[src/rtl/disk_elastic_collision_response_macros.svh]
// assertion wrappers, empty for synthesis
`ifndef DISK_ELASTIC_COLLISION_RESPONSE_MACROS_SVH
`define DISK_ELASTIC_COLLISION_RESPONSE_MACROS_SVH
`ifndef SYNTHESIS
`define DECR_ASSERT_IMP(lbl, ante, cons, msg) \
  lbl: assert property (@(posedge clk_i) disable iff (!rst_ni) (ante) |-> (cons)) \
    else $error(msg);
`define DECR_ASSERT_NXT(lbl, ante, cons, msg) \
  lbl: assert property (@(posedge clk_i) disable iff (!rst_ni) (ante) |=> (cons)) \
    else $error(msg);
`else
`define DECR_ASSERT_IMP(lbl, ante, cons, msg)
`define DECR_ASSERT_NXT(lbl, ante, cons, msg)
`endif
`endif

[src/rtl/decr_div.sv]
`default_nettype none
// restoring divider, one quotient bit per stage, lanes share the divisor
module decr_div #(
  parameter int unsigned LANES = 1,
  parameter int unsigned NW    = 16,
  parameter int unsigned DW    = 8,
  parameter int unsigned QW    = 8,
  parameter int unsigned TW    = 1
) (
  input  logic          clk_i,
  input  logic          rst_ni,
  input  logic          en_i,
  input  logic          vld_i,
  input  logic [NW-1:0] num_i [LANES],
  input  logic [DW-1:0] den_i,
  input  logic [TW-1:0] tag_i,
  output logic          vld_o,
  output logic [QW-1:0] q_o [LANES],
  output logic [TW-1:0] tag_o
);

  // quotient must stay below 2**QW
  localparam int unsigned RW = (DW + QW > NW) ? DW + QW : NW;

  logic [RW-1:0] r_q   [QW][LANES];
  logic [QW-1:0] q_q   [QW][LANES];
  logic [DW-1:0] den_q [QW];
  logic [TW-1:0] tag_q [QW];
  logic          vld_q [QW];

  for (genvar k = 0; k < QW; k++) begin : g_st
    logic [RW-1:0] r_in  [LANES];
    logic [QW-1:0] q_in  [LANES];
    logic [RW-1:0] r_d   [LANES];
    logic [QW-1:0] q_d   [LANES];
    logic [DW-1:0] den_in;
    logic [RW-1:0] dsh;
    logic [TW-1:0] tag_in;
    logic          vld_in;

    if (k == 0) begin : g_first
      always_comb begin
        for (int l = 0; l < LANES; l++) begin
          r_in[l] = RW'(num_i[l]);
          q_in[l] = '0;
        end
        den_in = den_i;
        tag_in = tag_i;
        vld_in = vld_i;
      end
    end else begin : g_next
      always_comb begin
        for (int l = 0; l < LANES; l++) begin
          r_in[l] = r_q[k-1][l];
          q_in[l] = q_q[k-1][l];
        end
        den_in = den_q[k-1];
        tag_in = tag_q[k-1];
        vld_in = vld_q[k-1];
      end
    end

    always_comb begin
      dsh = RW'(den_in) << (QW - 1 - k);
      for (int l = 0; l < LANES; l++) begin
        r_d[l] = r_in[l];
        q_d[l] = q_in[l];
        if (r_in[l] >= dsh) begin
          r_d[l]          = r_in[l] - dsh;
          q_d[l][QW-1-k]  = 1'b1;
        end
      end
    end

    always_ff @(posedge clk_i or negedge rst_ni) begin
      if (!rst_ni) begin
        vld_q[k] <= 1'b0;
      end else if (en_i) begin
        vld_q[k] <= vld_in;
      end
    end

    always_ff @(posedge clk_i) begin
      if (en_i) begin
        for (int l = 0; l < LANES; l++) begin
          r_q[k][l] <= r_d[l];
          q_q[k][l] <= q_d[l];
        end
        den_q[k] <= den_in;
        tag_q[k] <= tag_in;
      end
    end
  end

  always_comb begin
    for (int l = 0; l < LANES; l++) begin
      q_o[l] = q_q[QW-1][l];
    end
  end
  assign tag_o = tag_q[QW-1];
  assign vld_o = vld_q[QW-1];

endmodule
`default_nettype wire

[config.mk]
export PLATFORM = sky130hd
export DESIGN_NAME = decr_div
export DESIGN_NICKNAME = d
export VERILOG_FILES = /design/src/rtl/disk_elastic_collision_response_macros.svh /design/src/rtl/decr_div.sv
export SDC_FILE = /design/constraint.sdc
export NUM_CORES = 1
export LEC_CHECK = 0
export BUFFER_PORTS_ARGS = -buffer_cell sky130_fd_sc_hd__buf_2
export CAP_MARGIN = 15
export CORE_MARGIN = 3
export CORE_UTILIZATION = 45
export CTS_CLUSTER_SIZE = 12
export DETAILED_ROUTE_END_ITERATION = 8
export PLACE_DENSITY = 0.61
export SETUP_SLACK_MARGIN = 0.2
export SLEW_MARGIN = 20
export SYNTH_ARGS = -nofsm -noshare
export SYNTH_HDL_FRONTEND = slang
export SYNTH_SLANG_ARGS = --single-unit
[constraint.sdc]
create_clock -name clk_i -period 2.81 [get_ports clk_i]
set_input_delay 0.562 -clock clk_i [delete_from_list [all_inputs] [get_ports clk_i]]
set_output_delay 0.562 -clock clk_i [all_outputs]
set_load 0.005 [all_outputs]
# After elaboration in Yosys (flattened, before gate mapping)
# Memory sizes are Yosys's and may differ from the RTL's.
# Cells that the tools add are included.
[classes]
n_addsub = 8
order_cmp = 8
mux = 18
[ops]
columns = ["op", "n"]
rows = [
  ["16-bit 2-to-1 mux", 8],
  ["16-bit by 10-bit greater-or-equal comparator with 1-bit output", 1],
  ["16-bit by 11-bit greater-or-equal comparator with 1-bit output", 1],
  ["16-bit by 12-bit greater-or-equal comparator with 1-bit output", 1],
  ["16-bit by 13-bit greater-or-equal comparator with 1-bit output", 1],
  ["16-bit by 14-bit greater-or-equal comparator with 1-bit output", 1],
  ["16-bit by 15-bit greater-or-equal comparator with 1-bit output", 1],
  ["16-bit by 8-bit greater-or-equal comparator with 1-bit output", 1],
  ["16-bit by 9-bit greater-or-equal comparator with 1-bit output", 1],
  ["16-bit by 10-bit subtractor with 16-bit output", 1],
  ["16-bit by 11-bit subtractor with 16-bit output", 1],
  ["16-bit by 12-bit subtractor with 16-bit output", 1],
  ["16-bit by 13-bit subtractor with 16-bit output", 1],
  ["16-bit by 14-bit subtractor with 16-bit output", 1],
  ["16-bit by 15-bit subtractor with 16-bit output", 1],
  ["16-bit by 8-bit subtractor with 16-bit output", 1],
  ["16-bit by 9-bit subtractor with 16-bit output", 1],
  ["1-bit 2-to-1 mux", 10],
]
[totals]
reg_bits = 8
ramBits = 264
in_bits = 29
out_inout_bits = 10
word_cells = 46
mem_count = 4
[mem_list]
columns = ["name", "depth", "width", "rd", "rd_clocked_by_memory_dff", "write_ports", "line", "source"]
rows = [
  ["r_q", 8, 16, 7, 0, 8, "decr_div.sv:25", "logic [RW-1:0] r_q [QW][LANES];"],
  ["den_q", 8, 8, 7, 0, 8, "decr_div.sv:27", "logic [DW-1:0] den_q [QW];"],
  ["q_q", 8, 8, 8, 0, 8, "decr_div.sv:26", "logic [QW-1:0] q_q [QW][LANES];"],
  ["tag_q", 8, 1, 8, 0, 8, "decr_div.sv:28", "logic [TW-1:0] tag_q [QW];"],
]

# Longest topological paths before layout
# An unclocked memory read counts as a cell.
[depth]
ltp_word = 3
ltp_mapped = 11
mapped_depth_nobuf = 10

# Least setup slack after synthesis
# OpenSTA, ideal clock, no wires.
[synth_timing]
path_kind = "register to register"
start = "memory r_q[3][5] (netlist name)"
end = "memory r_q[4][14] (netlist name), data pin"
setup_time_ns = 0.260
t_arrival_ns = 2.345
t_required_ns = 2.550
slack_ns = 0.205
path_stages_with_launch = 8
n_path_buf = 0
period_less_slack_ns = 2.605
path_cell_list = "edfxtp_1 ha_1 and3b_1 a211oi_2 o21ai_1 o31a_1 a2111oi_1 mux2_2"
[synth_rtl]
columns = ["element", "line"]
rows = [
  ["start, declared", "decr_div.sv:25"],
]

==> results by group <==
Synth
  – Mapped Area: roughly 11000 um2
  – Post-synth EDFFs: 212
  – Sequential area share after synthesis: between 60% and 70%
  – Share of the synthesized area in the top cell type: 58.7%
  – Largest cells by area after synthesis: edfxtp_1, ha_1, inv_1
  – Most used DFF post-synth: edfxtp_1
  – Synth Area per Inst: 12.8 um2
  – Area leader, netlist: edfxtp_1
  – Synth warn: 0
  – Asr flop ratio synth: 3.64%
  – Register bit total from synthesis: 220
  – Syn_nets: 948
  – Number of distinct library cells after synthesis: 65
  – Synth Instances: ~850

Clocking
  – Clk root buf: clkbuf_16
  – H-tree levels: 1
  – Worst-Skew Late Latency: between 500 and 600 ps
  – CTS tree: yes
  – TritonCTS buffer count: 25
  – Clock slew at reported path FFs: 50 ps
  – Clk buf depth: 3
  – Clk sinks: 220

Critical path
  – CP Capture Type: flop
  – Worst R2R Setup Slack: 290 ps
  – FF-to-FF path depth: 7
  – FF-to-FF Start: r_q[5][12]$_DFFE_PP_
  – Max FO, Critical Path: 12
  – WP data arrival: 2770 ps
  – Crit path from: r_q[5][12]$_DFFE_PP_
  – Crit path launch type: flop
  – Worst EP required: 3060 ps
  – RR Endpoint: r_q[6][3]$_DFFE_PP_
  – Setup CP Type: reg2reg

Power and ir drop
  – P_leak: between 0.004 and 0.005 uW
  – Clock Power Share: 28.7%
  – Internal power component: 7500 uW
  – P per Cell Area: about 800 nW/um2
  – Switching Share: ~28%
  – Switching power: 2960 uW
  – Peak VDD IR: 359 uV
  – Power share of the combinational group: 26.1%
  – Flop pwr share: 45.2%

Route
  – Average via count per standard cell: 5.17
  – Drt pass-1 iters: 4
  – Post-route ant nets: 0
  – DR DRC count: 0
  – Wire per inst: 14.0 um
  – Drt initial violations: 214
  – Total number of vias: 6612
  – Routed WL: 17900 um

Finish
  – Multi-input logic area: between 4000 and 5000 um2
  – Fill cells: between 2000 and 2500
  – Layout cell share with drive strength beyond 1: 18.2%
  – Design Area, Final: 12700 um2
  – N_diodes: 0
  – Layout area overhead: 17.1%
  – Layout Nets: roughly 1000
  – Reg area: 6570 um2
  – Non-filler cells, final: 1280

Run
  – Maxcap violations: 0

Die
  – Initial core utilization: between 40 and 50%
  – # IOs: 39
  – Std cell rows: 56
  – Die area: 26000 um2
  – Die Ht: 161 um
  – Core area: 23600 um2
  – Die W: around 160 um

Timing
  – Unrepaired setup endpoints after global routing: true
  – Max Slew Vio Count: 0
  – Max-slew headroom: 54.3%
  – Maximum clock frequency: 397 MHz
  – Fin. Hold Viols: 0
  – Final setup fails: 0
  – Slew at the pin with the worst max-slew slack: 681 ps
  – Fin crit period: 2520 ps
  – Final period utilization: 89.6%
  – Clock Skew: around 11 ps

GRT
  – Initial antenna violation count: 0
  – All-Layer GR Usage: 13.4%
  – Largest net degree at the start of global routing: 80
  – Vias in the first global route: 6572
  – First-pass GRT wire length: about 29000 um
  – GRT Residual Overflow: 0

Min path
  – Hold worst-path end: tag_q[0][0]$_DFFE_PP_
  – Hold wc startpoint: tag_i
  – Worst min path class: in2reg
  – Hold path cells: 1

Place
  – Inst Count DP: 1224
  – Post-DP Area: 11600 um2
  – IO buf count: 38
  – Routability Congestion: 0.879
  – Post-DP HPWL: 12900 um

Outcome
  – Status: finished, final reports clean
-- worst max-delay path, cell delays in order (launching register included) --
cell and delay (ps):
edfxtp_1 420, or3_4 430, or3_4 360, or3_4 410
nor4_4 260, buf_4 180, buf_6 130, o21ai_0 90
-- power by group through the flow --
| stage | clock network [uW] | logic (uW) | registers [uW] |
|---|---|---|---|
| 2_1_floorplan | 0 | 1940 | 4670 |
| 3_3_place_gp | 0 | 2490 | 4760 |
| 3_5_place_dp | 0 | 2530 | 4770 |
| 4_1_cts | 3120 | 2590 | 4710 |
| 5_1_grt | 3240 | 3050 | 4800 |
| 6_report | 3000 | 2730 | 4730 |
-- cell usage in the layout (no fill, tap or decap), types with 20 or more instances in the layout --
cell       synthesis  routed
mux2_2            24      23
a21oi_1           32      30
ha_1              64      60
clkbuf_16          0      25
xor2_1            21      21
buf_4              1      36
o21a_1            23      23
buf_2              2      37
inv_1             89      88
edfxtp_1         212     212
o21ai_0           60      57
nor2_1            34      34
nand2_1           56      56
xnor2_1           25      25
nor3_1            24      20
-- how the worst max path moves through the flow --
stage / to / slack (ps) / depth (start not counted)
CTS: r_q[6][3]$_DFFE_PP_ / 200 / 6
finish: r_q[6][3]$_DFFE_PP_ / 290 / 7
global placement: r_q[0][14]$_DFFE_PP_ / -110 / 9
global route: r_q[6][3]$_DFFE_PP_ / 150 / 9
detailed placement: r_q[0][7]$_DFFE_PP_ / -120 / 10
floorplan: r_q[4][14]$_DFFE_PP_ / 200 / 7
-- logic make-up (layout without fill, tap and decap cells) --
family                     count (synthesis)  after routing  share of synthesized area (%)
AOI/OAI and AO/OA                        177            178                           10.5
DFF                                      220            220                           60.5
buffers and inverters                     99            211                           3.55
and+or+nand+nor                          205            205                           10.0
adders and majority gates                 71             71                           8.67
muxes                                     30             30                           3.04
xor gates and xnor gates                  46             46                           3.71
-- metrics by stage --
stage	power [uW]	worst slack (ps)	TNS, ps	hold slack, ps	util, %
2_1_floorplan	6610	205	0	266	-
5_1_grt	11100	149	0	212	53.8
6_report	10500	291	0	235	53.8
3_3_place_gp	7250	-113	-894	401	49.3
3_5_place_dp	7300	-116	-846	405	49.3
4_1_cts	10400	202	0	202	52.9
-- state kept, by name, indices dropped and copies added (netlist names) --
register     cells
r_q            112
den_q           56
q_q             36
tag_q            8
g_st.vld_in      7
vld_o            1
-- Yosys cell counts, types with 5 or more instances --
library cell and instances:
a211oi_1 7, a21o_1 9, a21oi_1 32, clkbuf_1 5, dfrtp_1 8, edfxtp_1 212
fa_1 7, ha_1 64, inv_1 89, mux2_2 24, mux2i_1 6, nand2_1 56
nand2b_1 12, nand3_1 13, nand4_1 5, nor2_1 34, nor2b_1 14, nor3_1 24
nor4_1 8, nor4b_1 5, o21a_1 23, o21ai_0 60, o31a_1 7, o31ai_1 9
or3_1 6, xnor2_1 25, xor2_1 21
-- final cells by class --
class	instances	area share, %
timing repair buffer	77	4.03
tap	319	3.14
multi-input combinational	530	32.5
inverter	89	2.63
clock buffer	31	5.10
clock inverter	14	0.945
sequential	220	51.7
-- what timing repair did --
item	CTS	global route
hold endpoints to repair	8	0
resized for setup	12	30
pin swaps	4	8
endpoints found under the setup margin	16	42
hold buffers	1	0
cloned	1	0
buffers inserted	1	8
-- metal layers --
metal  global-route usage (%)  routed length [um]  share of wire (%)
met1                     13.6                6860                 38
met2                     26.3                9560                 54
met3                     2.18                 611                3.4
met4                     6.80                 839                4.7
met5                        0                   0                  0
No activity file was read; power rests on OpenSTA's default activity.
