==> src/rtl/disk_elastic_collision_response_macros.svh <==
// assertion wrappers, empty for synthesis
`ifndef DISK_ELASTIC_COLLISION_RESPONSE_MACROS_SVH
`define DISK_ELASTIC_COLLISION_RESPONSE_MACROS_SVH
`ifndef SYNTHESIS
`define DECR_ASSERT_IMP(lbl, ante, cons, msg) \
  lbl: assert property (@(posedge clk_i) disable iff (!rst_ni) (ante) |-> (cons)) \
    else $error(msg);
`define DECR_ASSERT_NXT(lbl, ante, cons, msg) \
  lbl: assert property (@(posedge clk_i) disable iff (!rst_ni) (ante) |=> (cons)) \
    else $error(msg);
`else
`define DECR_ASSERT_IMP(lbl, ante, cons, msg)
`define DECR_ASSERT_NXT(lbl, ante, cons, msg)
`endif
`endif

==> src/rtl/decr_mul.sv <==
`default_nettype none
// multi-lane unsigned multiplier, b taken a chunk per stage
module decr_mul #(
  parameter int unsigned LANES = 1,
  parameter int unsigned AW    = 8,
  parameter int unsigned BW    = 8,
  parameter int unsigned TW    = 1
) (
  input  logic             clk_i,
  input  logic             rst_ni,
  input  logic             en_i,
  input  logic             vld_i,
  input  logic [AW-1:0]    a_i [LANES],
  input  logic [BW-1:0]    b_i [LANES],
  input  logic [TW-1:0]    tag_i,
  output logic             vld_o,
  output logic [AW+BW-1:0] p_o [LANES],
  output logic [TW-1:0]    tag_o
);

  // keep each partial product near 33 x 33
  localparam int unsigned CWR = (AW >= 1089) ? 1 : 1089 / AW;
  localparam int unsigned CW  = (CWR > BW) ? BW : CWR;
  localparam int unsigned NCH = (BW + CW - 1) / CW;
  localparam int unsigned BPW = NCH * CW;
  localparam int unsigned PW  = AW + BW;

  logic [PW-1:0]  acc_q [NCH][LANES];
  logic [AW-1:0]  a_q   [NCH][LANES];
  logic [BPW-1:0] b_q   [NCH][LANES];
  logic [TW-1:0]  tag_q [NCH];
  logic           vld_q [NCH];

  for (genvar k = 0; k < NCH; k++) begin : g_st
    logic [AW-1:0]    a_in   [LANES];
    logic [BPW-1:0]   b_in   [LANES];
    logic [PW-1:0]    acc_in [LANES];
    logic [AW+CW-1:0] part   [LANES];
    logic [PW-1:0]    acc_d  [LANES];
    logic [TW-1:0]    tag_in;
    logic             vld_in;

    if (k == 0) begin : g_first
      always_comb begin
        for (int l = 0; l < LANES; l++) begin
          a_in[l]   = a_i[l];
          b_in[l]   = BPW'(b_i[l]);
          acc_in[l] = '0;
        end
        tag_in = tag_i;
        vld_in = vld_i;
      end
    end else begin : g_next
      always_comb begin
        for (int l = 0; l < LANES; l++) begin
          a_in[l]   = a_q[k-1][l];
          b_in[l]   = b_q[k-1][l];
          acc_in[l] = acc_q[k-1][l];
        end
        tag_in = tag_q[k-1];
        vld_in = vld_q[k-1];
      end
    end

    always_comb begin
      for (int l = 0; l < LANES; l++) begin
        part[l]  = a_in[l] * b_in[l][k*CW +: CW];
        acc_d[l] = acc_in[l] + (PW'(part[l]) << (k * CW));
      end
    end

    always_ff @(posedge clk_i or negedge rst_ni) begin
      if (!rst_ni) begin
        vld_q[k] <= 1'b0;
      end else if (en_i) begin
        vld_q[k] <= vld_in;
      end
    end

    always_ff @(posedge clk_i) begin
      if (en_i) begin
        for (int l = 0; l < LANES; l++) begin
          acc_q[k][l] <= acc_d[l];
          a_q[k][l]   <= a_in[l];
          b_q[k][l]   <= b_in[l];
        end
        tag_q[k] <= tag_in;
      end
    end
  end

  always_comb begin
    for (int l = 0; l < LANES; l++) begin
      p_o[l] = acc_q[NCH-1][l];
    end
  end
  assign tag_o = tag_q[NCH-1];
  assign vld_o = vld_q[NCH-1];

endmodule
`default_nettype wire

==> config.mk <==
export PLATFORM = sky130hd
export DESIGN_NAME = decr_mul
export DESIGN_NICKNAME = d
export VERILOG_FILES = /design/src/rtl/disk_elastic_collision_response_macros.svh /design/src/rtl/decr_mul.sv
export SDC_FILE = /design/constraint.sdc
export NUM_CORES = 1
export LEC_CHECK = 0
export ABC_AREA = 1
export ABC_CLOCK_PERIOD_IN_PS = 800
export BUFFER_PORTS_ARGS = -buffer_cell sky130_fd_sc_hd__clkbuf_2
export CELL_PAD_IN_SITES_DETAIL_PLACEMENT = 1
export CELL_PAD_IN_SITES_GLOBAL_PLACEMENT = 2
export CORE_MARGIN = 8
export CORE_UTILIZATION = 31
export CTS_CLUSTER_SIZE = 25
export DETAILED_ROUTE_END_ITERATION = 10
export PLACE_DENSITY_LB_ADDON = 0.1
export RECOVER_POWER = 100
export SETUP_SLACK_MARGIN = 0.2
export SYNTH_ARGS = -nofsm -noshare
export SYNTH_HDL_FRONTEND = slang
export SYNTH_SLANG_ARGS = --single-unit
==> constraint.sdc <==
create_clock -name clk_i -period 0.8 [get_ports clk_i]
set_clock_uncertainty 0.05 [all_clocks]
set_input_delay 0.24 -clock clk_i [delete_from_list [all_inputs] [get_ports clk_i]]
set_output_delay 0.24 -clock clk_i [all_outputs]
set_load 0.01 [all_outputs]
**After elaboration in Yosys (flattened, before gate mapping)**

Memory sizes are Yosys's and may differ from the RTL's.
Cells that the tools add are included.

- Register bits after elaboration: 1
- RAM bits: 17
- Input port bits: 21
- Word-level logic and storage cells: 6
- Memories kept: 2

Memories:

| name | words | width | rd ports | clocked after memory_dff | wr ports | RTL line | RTL |
|---|---|---|---|---|---|---|---|
| acc_q | 1 | 16 | 1 | 0 | 1 | decr_mul.sv:28 | `logic [PW-1:0] acc_q [NCH][LANES];` |
| tag_q | 1 | 1 | 1 | 0 | 1 | decr_mul.sv:31 | `logic [TW-1:0] tag_q [NCH];` |

- Multipliers: 1
- Muxes and demuxes: 2

Operators by type and width:

| operator | count |
|---|---|
| 8-bit by 8-bit multiplier with 16-bit output | 1 |
| 1-bit 2-to-1 mux | 2 |

**Depth between registers and ports, before layout**

Gate-level depths: netlist of run 1.

- Depth in word-level cells: 2
- Gate-level depth with buffers: 20

**Worst setup path after synthesis of run 1**

No wires, ideal clock.

- Kind: in2reg
- Start point: in b_i[7] (netlist name)
- End point: mem acc_q[0][14] (netlist name) (data pin)
- Arrival: 3.579 ns
- Path slack: -3.082 ns
- Cell stages on the path: 18
- Cells stage by stage: clkbuf_1 nand2_1 fa_1 fa_1 inv_1 fa_1 inv_1 fa_1 inv_1 ha_1 nand2_1 nand2_1 nand2_1 nand2_1 nand2_1 nand3_1 nand2_1 nand2_1

RTL lines:

| element | RTL line | RTL |
|---|---|---|
| start, declared | decr_mul.sv:14 | `input logic [BW-1:0] b_i [LANES],` |
| end, declared | decr_mul.sv:28 |  |

==> results of run 1 <==
==> cells by family (layout without fill, tap and decap cells) <==
group           count (synthesis)  count (layout)  share of synthesized area (%)
simple gates                  150             150                          21.02
buf+inv                       142             215                          18.05
fa+ha+maj                      72              72                          39.66
flops                          18              18                          18.14
xor+xnor                        7               7                          2.076
compound gates                  4               4                         0.6780
mux                             1               1                         0.3813
==> layout by cell type (no fill, tap or decap) <==
master         synthesis  routed
inv_1                123      97
nand2_1              122      88
fa_1                  36      33
buf_4                  0      31
inv_2                  3      27
nand2_2                4      27
clkbuf_2               0      23
ha_1                  36      20
edfxtp_1              17      17
ha_4                   0      16
buf_6                  0      15
nand2_4                0      11
clkbuf_8               0      10
nand3_1                9       6
nand4_1                5       5
xor2_1                 6       4
clkbuf_16              0       4
nand3_2                3       3
nand3_4                0       3
nor2_2                 2       3
fa_2                   0       3
inv_4                  0       2
a21oi_2                0       2
xor2_2                 0       2
nor2_4                 0       2
a21oi_1                4       2
nor2_1                 5       2
buf_8                  0       2
buf_2                  0       2
xnor2_1                1       1
mux2_2                 1       1
dlygate4sd3_1          0       1
buf_12                 0       1
dfrtp_1                1       1
==> state kept, by name (all words and copies together) (netlist names) <==
register and cells:
acc_q 16, tag_q 1, vld_o 1
==> how the worst min path moves through the flow <==
stage | to | start | slack (ns) | cells after the start
global route | tag_q[0] | tag_i | 0.1 | 1
floorplan | vld_o | rst_ni | -0.11 | 0
finish | tag_q[0] | tag_i | 0.11 | 1
global placement | vld_o | rst_ni | -0.03 | 1
detailed placement | vld_o | rst_ni | -0.03 | 1
CTS | tag_q[0] | tag_i | 0.11 | 1
==> routing by layer <==
| layer | part of all wire [%] | GRT usage (%) | wire length [um] |
|---|---|---|---|
| met4 | 0.45 | 1.066 | 34 |
| met1 | 43 | 15.03 | 3294 |
| met2 | 54 | 25.21 | 4105 |
| met5 | 0 | 0 | 0 |
| met3 | 2.5 | 1.849 | 187 |
==> repair_timing <==
action | in CTS | in global routing
hold endpoints to repair | 1 | 0
hold buffers | 1 | 0
buffers inserted | 1 | 4
setup endpoints to repair | 51 | 35
resized for setup | 79 | 60
pin swaps | 28 | 14
gates cloned | 1 | 0
==> cell type report <==
type / count / area (um2) / share of cell area, %
flip-flops and latches: 18 / 535.5 / 12.43
clock buffers: 4 / 55.05 / 1.278
multi-input cells: 234 / 2310 / 53.60
well taps: 129 / 161.4 / 3.746
repair buffers: 85 / 769.5 / 17.86
inverters: 126 / 478.0 / 11.09
==> power groups by stage <==
stage	Clock [mW]	Sequential (mW)	Combinational, mW
floorplan	0	1.84	4.34
global placement	0	1.65	6.64
detailed placement	0	1.67	6.71
CTS	0.768	1.65	7.71
global route	0.811	1.67	9.25
finish	0.744	1.64	8.25
==> metrics.cfg, run 1 <==
[synthesis]
synth_edf_count=17
yosys.cell_count.top_type=inv_1
synthCells=394
yosys-top-cells-count=inv_1 (123), nand2_1 (122), fa_1 (36), ha_1 (36), edfxtp_1 (17)
synth_cell_types=18
syn_avg_cell_area_um2=7.494
ys_seq_area_share_pct=18.14
synth_top_flop_cell=edfxtp_1
synth_top_area_share_pct=24.41
syn_area_um2=2953
synth_nets=487
synth_area_leaders=fa_1 (24%), edfxtp_1 (17%), inv_1 (16%), nand2_1 (16%), ha_1 (15%)
yosys.area.top_type=fa_1
yosysWarnings=0
async_flop_share_pct=5.556
ys_ff_latch=18

[clock_tree]
cts_made_buffers=3
clkTransAtPathRegs_ns=0.07
cts.sinks=18
cts_tree=done
clockRootBuffer=clkbuf_8
clockBufferDepth=2
worst_skew_pair.late_latency_ns=0.25
cts.htree.levels=1

[critical_path]
critPathMaxFanout=5
r2r_slack_ns=-0.03
reg2reg_to=vld_o
critPathTopFamily=adder cells
crit_slowest_cell=fa_1
cp_num_buf_inv=7
crit_path_end=acc_q[0][15]
slowest_delay_ns=0.54
required_ns=0.77
rr_startpoint=vld_o
start_kind=input port
end_kind=register
critPathLaunch=a_i[3]
crit_cells=19
timing_worst_setup_path_type=input port to register
arrival_ns=3.42
reg2reg_depth=1
crit_chain=clkbuf_16, nand2_4, inv_2, fa_1, inv_2, fa_1, inv_2, fa_1, inv_1, fa_1, inv_2, ha_4, nand2_4, inv_4, nand2_4, nor2_4, nand2_2, nand4_1, nand2_1

[sta]
finalSetupTns_ns=-35.87
timing.hold.ws_ns=0.1110
fmax_ghz=0.2898
finalCriticalPeriod_ns=3.451
tightest_slew_ns=0.2227
rsz0062_at_grt=true
setup_viol=34
final_max_slew_viol_count=0
period_share_pct=431.3
setup_ws_ns=-2.651
maxSlewHeadroom_pct=85.10
finalHoldViolCount=0

[pwr]
power.combinational.fraction_pct=77.6
p_sw_mw=4.858
finalPower_mw=10.64
leakage_nw=2.463
clock_power_share_pct=7.0
ir_drop_mv=1.217
p_int_mw=5.777
p_seq_share_pct=15.4
swShare_pct=45.68
powerDensity_nw_per_um2=2468

[placement]
placed_area_um2=3672
dpl.cell_count=585
pre_cts_ws_ns=-3.019
port-buffer-count=38
dp_hpwl_um=6565
gp_congestion=0.7357

[finish]
drive_gt1_share_pct=40.69
fin_util_pct=46.64
layout.nets=561
fillers=1110
fin_area_um2=4309
n_antenna_cell=0
finalNonFillerCells=596
syn_to_final_growth_pct=45.93

[global_route]
track_usage_pct=12.96
grt_max_degree=11
grt_pass1_wl_um=13770
grt-ovfl-total=0
grt_pass1_vias=2927
grt_antenna_before_repair=0

[floorplanning]
rows=35
start_util_pct=31.96
core_area_um2=9240
dieWidth_um=113.6
io_pins=39
die_h_um=113.6
die_area_um2=12900

[routing]
ant_nets=0
avgRoutedWirePerCell_um=12.79
drc=0
wl_um=7621
viasPerCell=4.247
vias=2531
firstDrtPassIters=3
drt-initial-drc-count=39

[run_status]
violations=setup timing
status=complete, but fails checks

[job]
drv_cap=0

[worst_hold_path]
hold_class=input port to register

Power figures use the tool's default switching activity.
==> run 2: changes to the inputs <==
--- a/config.mk
+++ b/config.mk
@@ -14,6 +14,7 @@
 export CORE_UTILIZATION = 31
 export CTS_CLUSTER_SIZE = 25
 export DETAILED_ROUTE_END_ITERATION = 10
+export MAX_ROUTING_LAYER = met4
 export PLACE_DENSITY_LB_ADDON = 0.1
 export RECOVER_POWER = 100
 export SETUP_SLACK_MARGIN = 0.2
==> metrics.cfg, run 2 (same netlist as run 1, synthesis figures left out) <==
[floorplanning]
start_util_pct=31.96  ; unchanged
core_area_um2=9240  ; unchanged
die_area_um2=12900  ; unchanged
dieWidth_um=113.6  ; unchanged
die_h_um=113.6  ; unchanged
io_pins=39  ; unchanged
rows=35  ; unchanged

[pwr]
powerDensity_nw_per_um2=2467  ; about the same
ir_drop_mv=1.217  ; about the same
leakage_nw=2.463  ; about the same
finalPower_mw=10.63  ; about the same

[finish]
syn_to_final_growth_pct=45.93  ; unchanged
fillers=1110  ; unchanged
n_antenna_cell=0  ; unchanged
final-seq-area_um2=535.5  ; unchanged
mostFrequentLayoutCell=inv_1
final_cell_mix=inv_1 (97), nand2_1 (88), fa_1 (33), buf_4 (31)
layout.nets=561  ; unchanged
fin_area_um2=4309  ; unchanged
multi_input_area_um2=2310  ; unchanged
largest_reg_flops=16  ; unchanged
drive_gt1_share_pct=40.69  ; unchanged
finalNonFillerCells=596  ; unchanged
top_register=acc_q

[critical_path]
end_kind=register
crit_slowest_cell=fa_1
start_kind=input port
required_ns=0.77  ; about the same
crit_chain=clkbuf_16, nand2_4, inv_2, fa_1, inv_2, fa_1, inv_2, fa_1, inv_1, fa_1, inv_2, ha_4, nand2_4, inv_4, nand2_4, nor2_4, nand2_2, nand4_1, nand2_1
critPathTopFamily=adder cells
slowest_delay_ns=0.54  ; about the same
arrival_ns=3.42  ; about the same
timing_worst_setup_path_type=input port to register
cp_num_buf_inv=7  ; unchanged
critPathMaxFanout=5  ; unchanged

[placement]
placed_area_um2=3672  ; unchanged
port-buffer-count=38  ; unchanged
dp_hpwl_um=6565  ; unchanged
dpl.cell_count=585  ; unchanged
gp_congestion=0.7447  ; +1.2%
pre_cts_ws_ns=-3.019  ; unchanged

[global_route]
grtUsageMet3_pct=1.849  ; unchanged
grt_max_degree=11  ; unchanged
grt_pass1_wl_um=13760  ; about the same
grt_antenna_before_repair=0  ; unchanged
grt_pass1_vias=2927  ; unchanged
grt-busiest-layer=met2
use_met1_pct=14.94  ; -0.096 points
grt-ovfl-total=0  ; unchanged
track_usage_pct=13.31  ; +0.35 points
grtUsageMet2_pct=25.29  ; +0.079 points

[routing]
firstDrtPassIters=4  ; +1
avgRoutedWirePerCell_um=12.76  ; -0.18%
vias=2535  ; +0.16%
drc=0  ; unchanged
drt-initial-drc-count=36  ; -7.7%
ant_nets=0  ; unchanged
viasPerCell=4.253  ; +0.16%
wl_um=7607  ; -0.18%

[sta]
final_max_slew_viol_count=0  ; unchanged
finalCriticalPeriod_ns=3.451  ; -0.00007000 ns
period_share_pct=431.3  ; about the same
fmax_ghz=0.2898  ; about the same
finalHoldViolCount=0  ; unchanged
setup_ws_ns=-2.651  ; +0.00007000 ns
tightest_slew_ns=0.2227  ; unchanged
setup_viol=34  ; unchanged
rsz0062_at_grt=true
maxSlewHeadroom_pct=85.10  ; unchanged

[clock_tree]
clockBufferDepth=2  ; unchanged
cts.htree.levels=1  ; unchanged
cts_made_buffers=3  ; unchanged
clockRootBuffer=clkbuf_8
cts_tree=done
cts.sinks=18  ; unchanged
worst_skew_pair.late_latency_ns=0.25  ; about the same
clkTransAtPathRegs_ns=0.07  ; about the same

[run_status]
violations=setup timing
status=complete, but fails checks

[job]
drv_cap=0  ; unchanged

[worst_hold_path]
hold_class=input port to register

==> run 2: changes by cell type in the layout (fill, tap and decap cells not counted), sizes merged <==
| cell | previous run | this run |
|---|---|---|
| buf | 51 | 50 |
| clkbuf | 37 | 38 |
==> run 2: path summary, 6_finish.rpt <==
kind	start	end	slack, ns	depth (start not counted)
worst max-delay path	a_i[3]	acc_q[0][15]	-2.65	19
worst min-delay path	tag_i	tag_q[0]	0.11	1
worst max register to register	vld_o	vld_o	-0.02	1
worst min register to register	vld_o	vld_o	0.51	1
max in group asynchronous	rst_ni	vld_o	0.36	2
min in group asynchronous	rst_ni	vld_o	0.25	2
==> run 2: area by class of cell <==
class                           count  share of cell area [%]
Clock buffer                        4                   1.278
Inverter                          126                   11.09
Multi-Input combinational cell    234                   53.60
Sequential cell                    18                   12.43
Tap cell                          129                   3.746
Timing Repair Buffer               85                   17.86
==> run 2: what timing repair did <==
item,in CTS,in global routing
endpoints found under the hold margin,1,0
hold buffers,1,0
endpoints found under the setup margin,51,35
cloned,1,0
resized for setup,79,60
setup buffers,1,4
pin swaps,28,14
==> run 2: metrics by stage <==
| step | util, % | hold WS (ns) | setup TNS, ns |
|---|---|---|---|
| after floorplan | - | -0.1056 | -32.61 |
| after global placement | 39.74 | -0.03470 | -38.19 |
| after detailed placement | 39.74 | -0.03256 | -38.65 |
| after CTS | 44.83 | 0.1058 | -36.12 |
| after global routing | 46.64 | 0.09968 | -38.11 |
| final | 46.64 | 0.1141 | -35.85 |
==> run 2: metal layers <==
layer | share of wire [%] | wire [um] | up-vias
met1 | 43 | 3272 | 1233
met3 | 2.5 | 187 | 4
met5 | 0 | 0 | -
li1 | - | - | 1273
met4 | 0.45 | 34 | 0
met2 | 54 | 4114 | 25
==> run 2: report_power, final <==
part | switching, mW | leakage (nW) | internal, mW
logic | 4.48 | 2.26 | 3.78
clock network | 0.299 | 0.0288 | 0.437
registers | 0.0754 | 0.177 | 1.56
==> run 3: changes to the inputs <==
--- a/config.mk
+++ b/config.mk
@@ -10,12 +10,13 @@
 export BUFFER_PORTS_ARGS = -buffer_cell sky130_fd_sc_hd__clkbuf_2
 export CELL_PAD_IN_SITES_DETAIL_PLACEMENT = 1
 export CELL_PAD_IN_SITES_GLOBAL_PLACEMENT = 2
+export CORE_ASPECT_RATIO = 0.8
 export CORE_MARGIN = 8
 export CORE_UTILIZATION = 31
 export CTS_CLUSTER_SIZE = 25
 export DETAILED_ROUTE_END_ITERATION = 10
 export MAX_ROUTING_LAYER = met4
-export PLACE_DENSITY_LB_ADDON = 0.1
+export PLACE_DENSITY = 0.89
 export RECOVER_POWER = 100
 export SETUP_SLACK_MARGIN = 0.2
 export SYNTH_ARGS = -nofsm -noshare
==> metrics.cfg, run 3 (same netlist as run 1, synthesis figures left out) <==
[finish]
drive_gt1_share_pct=40.69  ; unchanged
fin_util_pct=45.54  ; -1.1 points
fin_area_um2=4303  ; -0.15%
largest_reg_flops=16  ; unchanged
fillers=1136  ; +2.3%
top_register=acc_q
mostFrequentLayoutCell=inv_1
layout.nets=561  ; unchanged
n_antenna_cell=0  ; unchanged
final_cell_mix=inv_1 (96), nand2_1 (87), fa_1 (33), buf_4 (33), inv_2 (28)
syn_to_final_growth_pct=45.72

[pwr]
power.combinational.fraction_pct=75.3  ; -2.4 points
ir_drop_mv=1.243  ; +2.2%
powerDensity_nw_per_um2=2603  ; +5.5%
p_sw_mw=5.026  ; +3.6%
p_seq_share_pct=14.8  ; -0.6 points
leakage_nw=2.493  ; +1.2%
clock_power_share_pct=9.9  ; +3.0 points
p_int_mw=6.173  ; +6.9%
swShare_pct=44.88  ; -0.78 points

[floorplanning]
rows=32  ; -8.6%
dieWidth_um=125.1  ; +10%
start_util_pct=31.25  ; -0.71 points
die_h_um=103.3  ; -9.1%
io_pins=39  ; unchanged
core_area_um2=9449  ; +2.3%
die_area_um2=12920  ; +0.15%

[clock_tree]
cts_tree=done
clockBufferDepth=2  ; unchanged
cts.htree.levels=1  ; unchanged
cts.sinks=18  ; unchanged
clockRootBuffer=clkbuf_16
clkTransAtPathRegs_ns=0.06  ; about the same
worst_skew_pair.late_latency_ns=0.24  ; about the same
cts_made_buffers=3  ; unchanged

[critical_path]
arrival_ns=3.41  ; about the same
critPathTopFamily=adder cells
crit_path_frequent_cell=fa_1
timing_worst_setup_path_type=input port to register
crit_slowest_cell=fa_1
end_kind=register
crit_chain=clkbuf_16, nand2_4, inv_2, fa_1, inv_1, fa_1, inv_1, fa_1, inv_1, fa_1, inv_2, ha_4, nand2_4, inv_4, nand2_4, nor2_4, nand2_2, nand4_1, nand2_1
rr_startpoint=vld_o
cp_num_buf_inv=7  ; unchanged
required_ns=0.76  ; about the same
slowest_delay_ns=0.52  ; -0.02 ns
critPathMaxFanout=6  ; +1
start_kind=input port
critPathLaunch=a_i[3]

[routing]
drc=0  ; unchanged
viasPerCell=4.401  ; +3.5%
wl_um=7917  ; +4.1%
vias=2579  ; +1.7%
firstDrtPassIters=4  ; unchanged
drt-initial-drc-count=68  ; +89%
avgRoutedWirePerCell_um=13.51  ; +5.9%
ant_nets=0  ; unchanged

[sta]
setup_ws_ns=-2.650  ; +0.001020 ns
fmax_ghz=0.2899  ; about the same
finalCriticalPeriod_ns=3.450  ; -0.001020 ns
finalHoldViolCount=0  ; unchanged
period_share_pct=431.2  ; about the same
setup_viol=33  ; -2.9%
tightest_slew_ns=0.2841  ; +0.06133 ns
timing.hold.ws_ns=0.1246  ; +0.01052 ns
final_max_slew_viol_count=0  ; unchanged
rsz0062_at_grt=true
maxSlewHeadroom_pct=81.06  ; -4.0 points

[job]
drv_cap=0  ; unchanged

[run_status]
violations=setup timing
status=complete, but fails checks

[placement]
dp_hpwl_um=6719  ; +2.3%
placed_area_um2=3645  ; -0.75%
port-buffer-count=38  ; unchanged
gp_congestion=0.7901  ; +6.1%
pre_cts_ws_ns=-3.019  ; -0.0001300 ns

[worst_hold_path]
hold_start=tag_i
hold_class=input port to register

[global_route]
grt_antenna_before_repair=0  ; unchanged
grt-ovfl-total=0  ; unchanged
grt_max_degree=11  ; unchanged
grt_pass1_wl_um=14000  ; +1.8%
track_usage_pct=13.67  ; +0.36 points
grt_pass1_vias=3017  ; +3.1%

## run 3: power groups by stage
stage | sequential, mW | combinational (mW) | clock (mW)
final | 1.66 | 8.43 | 1.11
after global routing | 1.70 | 9.47 | 1.17
after CTS | 1.67 | 8.01 | 1.15
after detailed placement | 1.68 | 6.64 | 0
after global placement | 1.67 | 6.42 | 0
after floorplan | 1.84 | 4.34 | 0
## run 3: timing repair
action                     CTS  global route
hold buffers                 1             0
gates cloned                 2             0
pin swaps                   26            27
buffers inserted             1             5
hold endpoints to repair     1             0
setup endpoints to repair   52            35
resized for setup           98            43
## run 3: final timing paths
check / end / slack (ns) / cells past startpoint
max: acc_q[0][15] / -2.65 / 19
min reg2reg: vld_o / 0.46 / 1
max reg2reg: vld_o / 0.01 / 1
min in group asynchronous: vld_o / 0.25 / 2
max in group asynchronous: vld_o / 0.36 / 2
min: tag_q[0] / 0.12 / 1
## run 3: area by class of cell
type / count / area [um2] / area share, %
multi-input combinational: 234 / 2295 / 53.33
sequential: 18 / 535.5 / 12.45
inverter: 126 / 478.0 / 11.11
clock buffer: 4 / 88.84 / 2.065
timing repair buffer: 85 / 757.0 / 17.59
tap: 119 / 148.9 / 3.460
## run 3: per-layer routing
metal / wire, um / vias up / GRT usage, %
met1: 3641 / 1268 / 16.11
li1: - / 1275 / -
met5: 0 / - / -
met4: 31 / 0 / 1.213
met2: 4063 / 32 / 25.66
met3: 180 / 4 / 1.691
## run 3: through the flow
stage | setup TNS, ns | cells | power (mW)
final | -35.87 | 586 | 11.20
after global routing | -38.11 | 586 | 12.34
after CTS | -36.02 | 581 | 10.82
after detailed placement | -38.34 | 573 | 8.319
after global placement | -37.55 | 573 | 8.092
after floorplan | -32.61 | 394 | 6.175
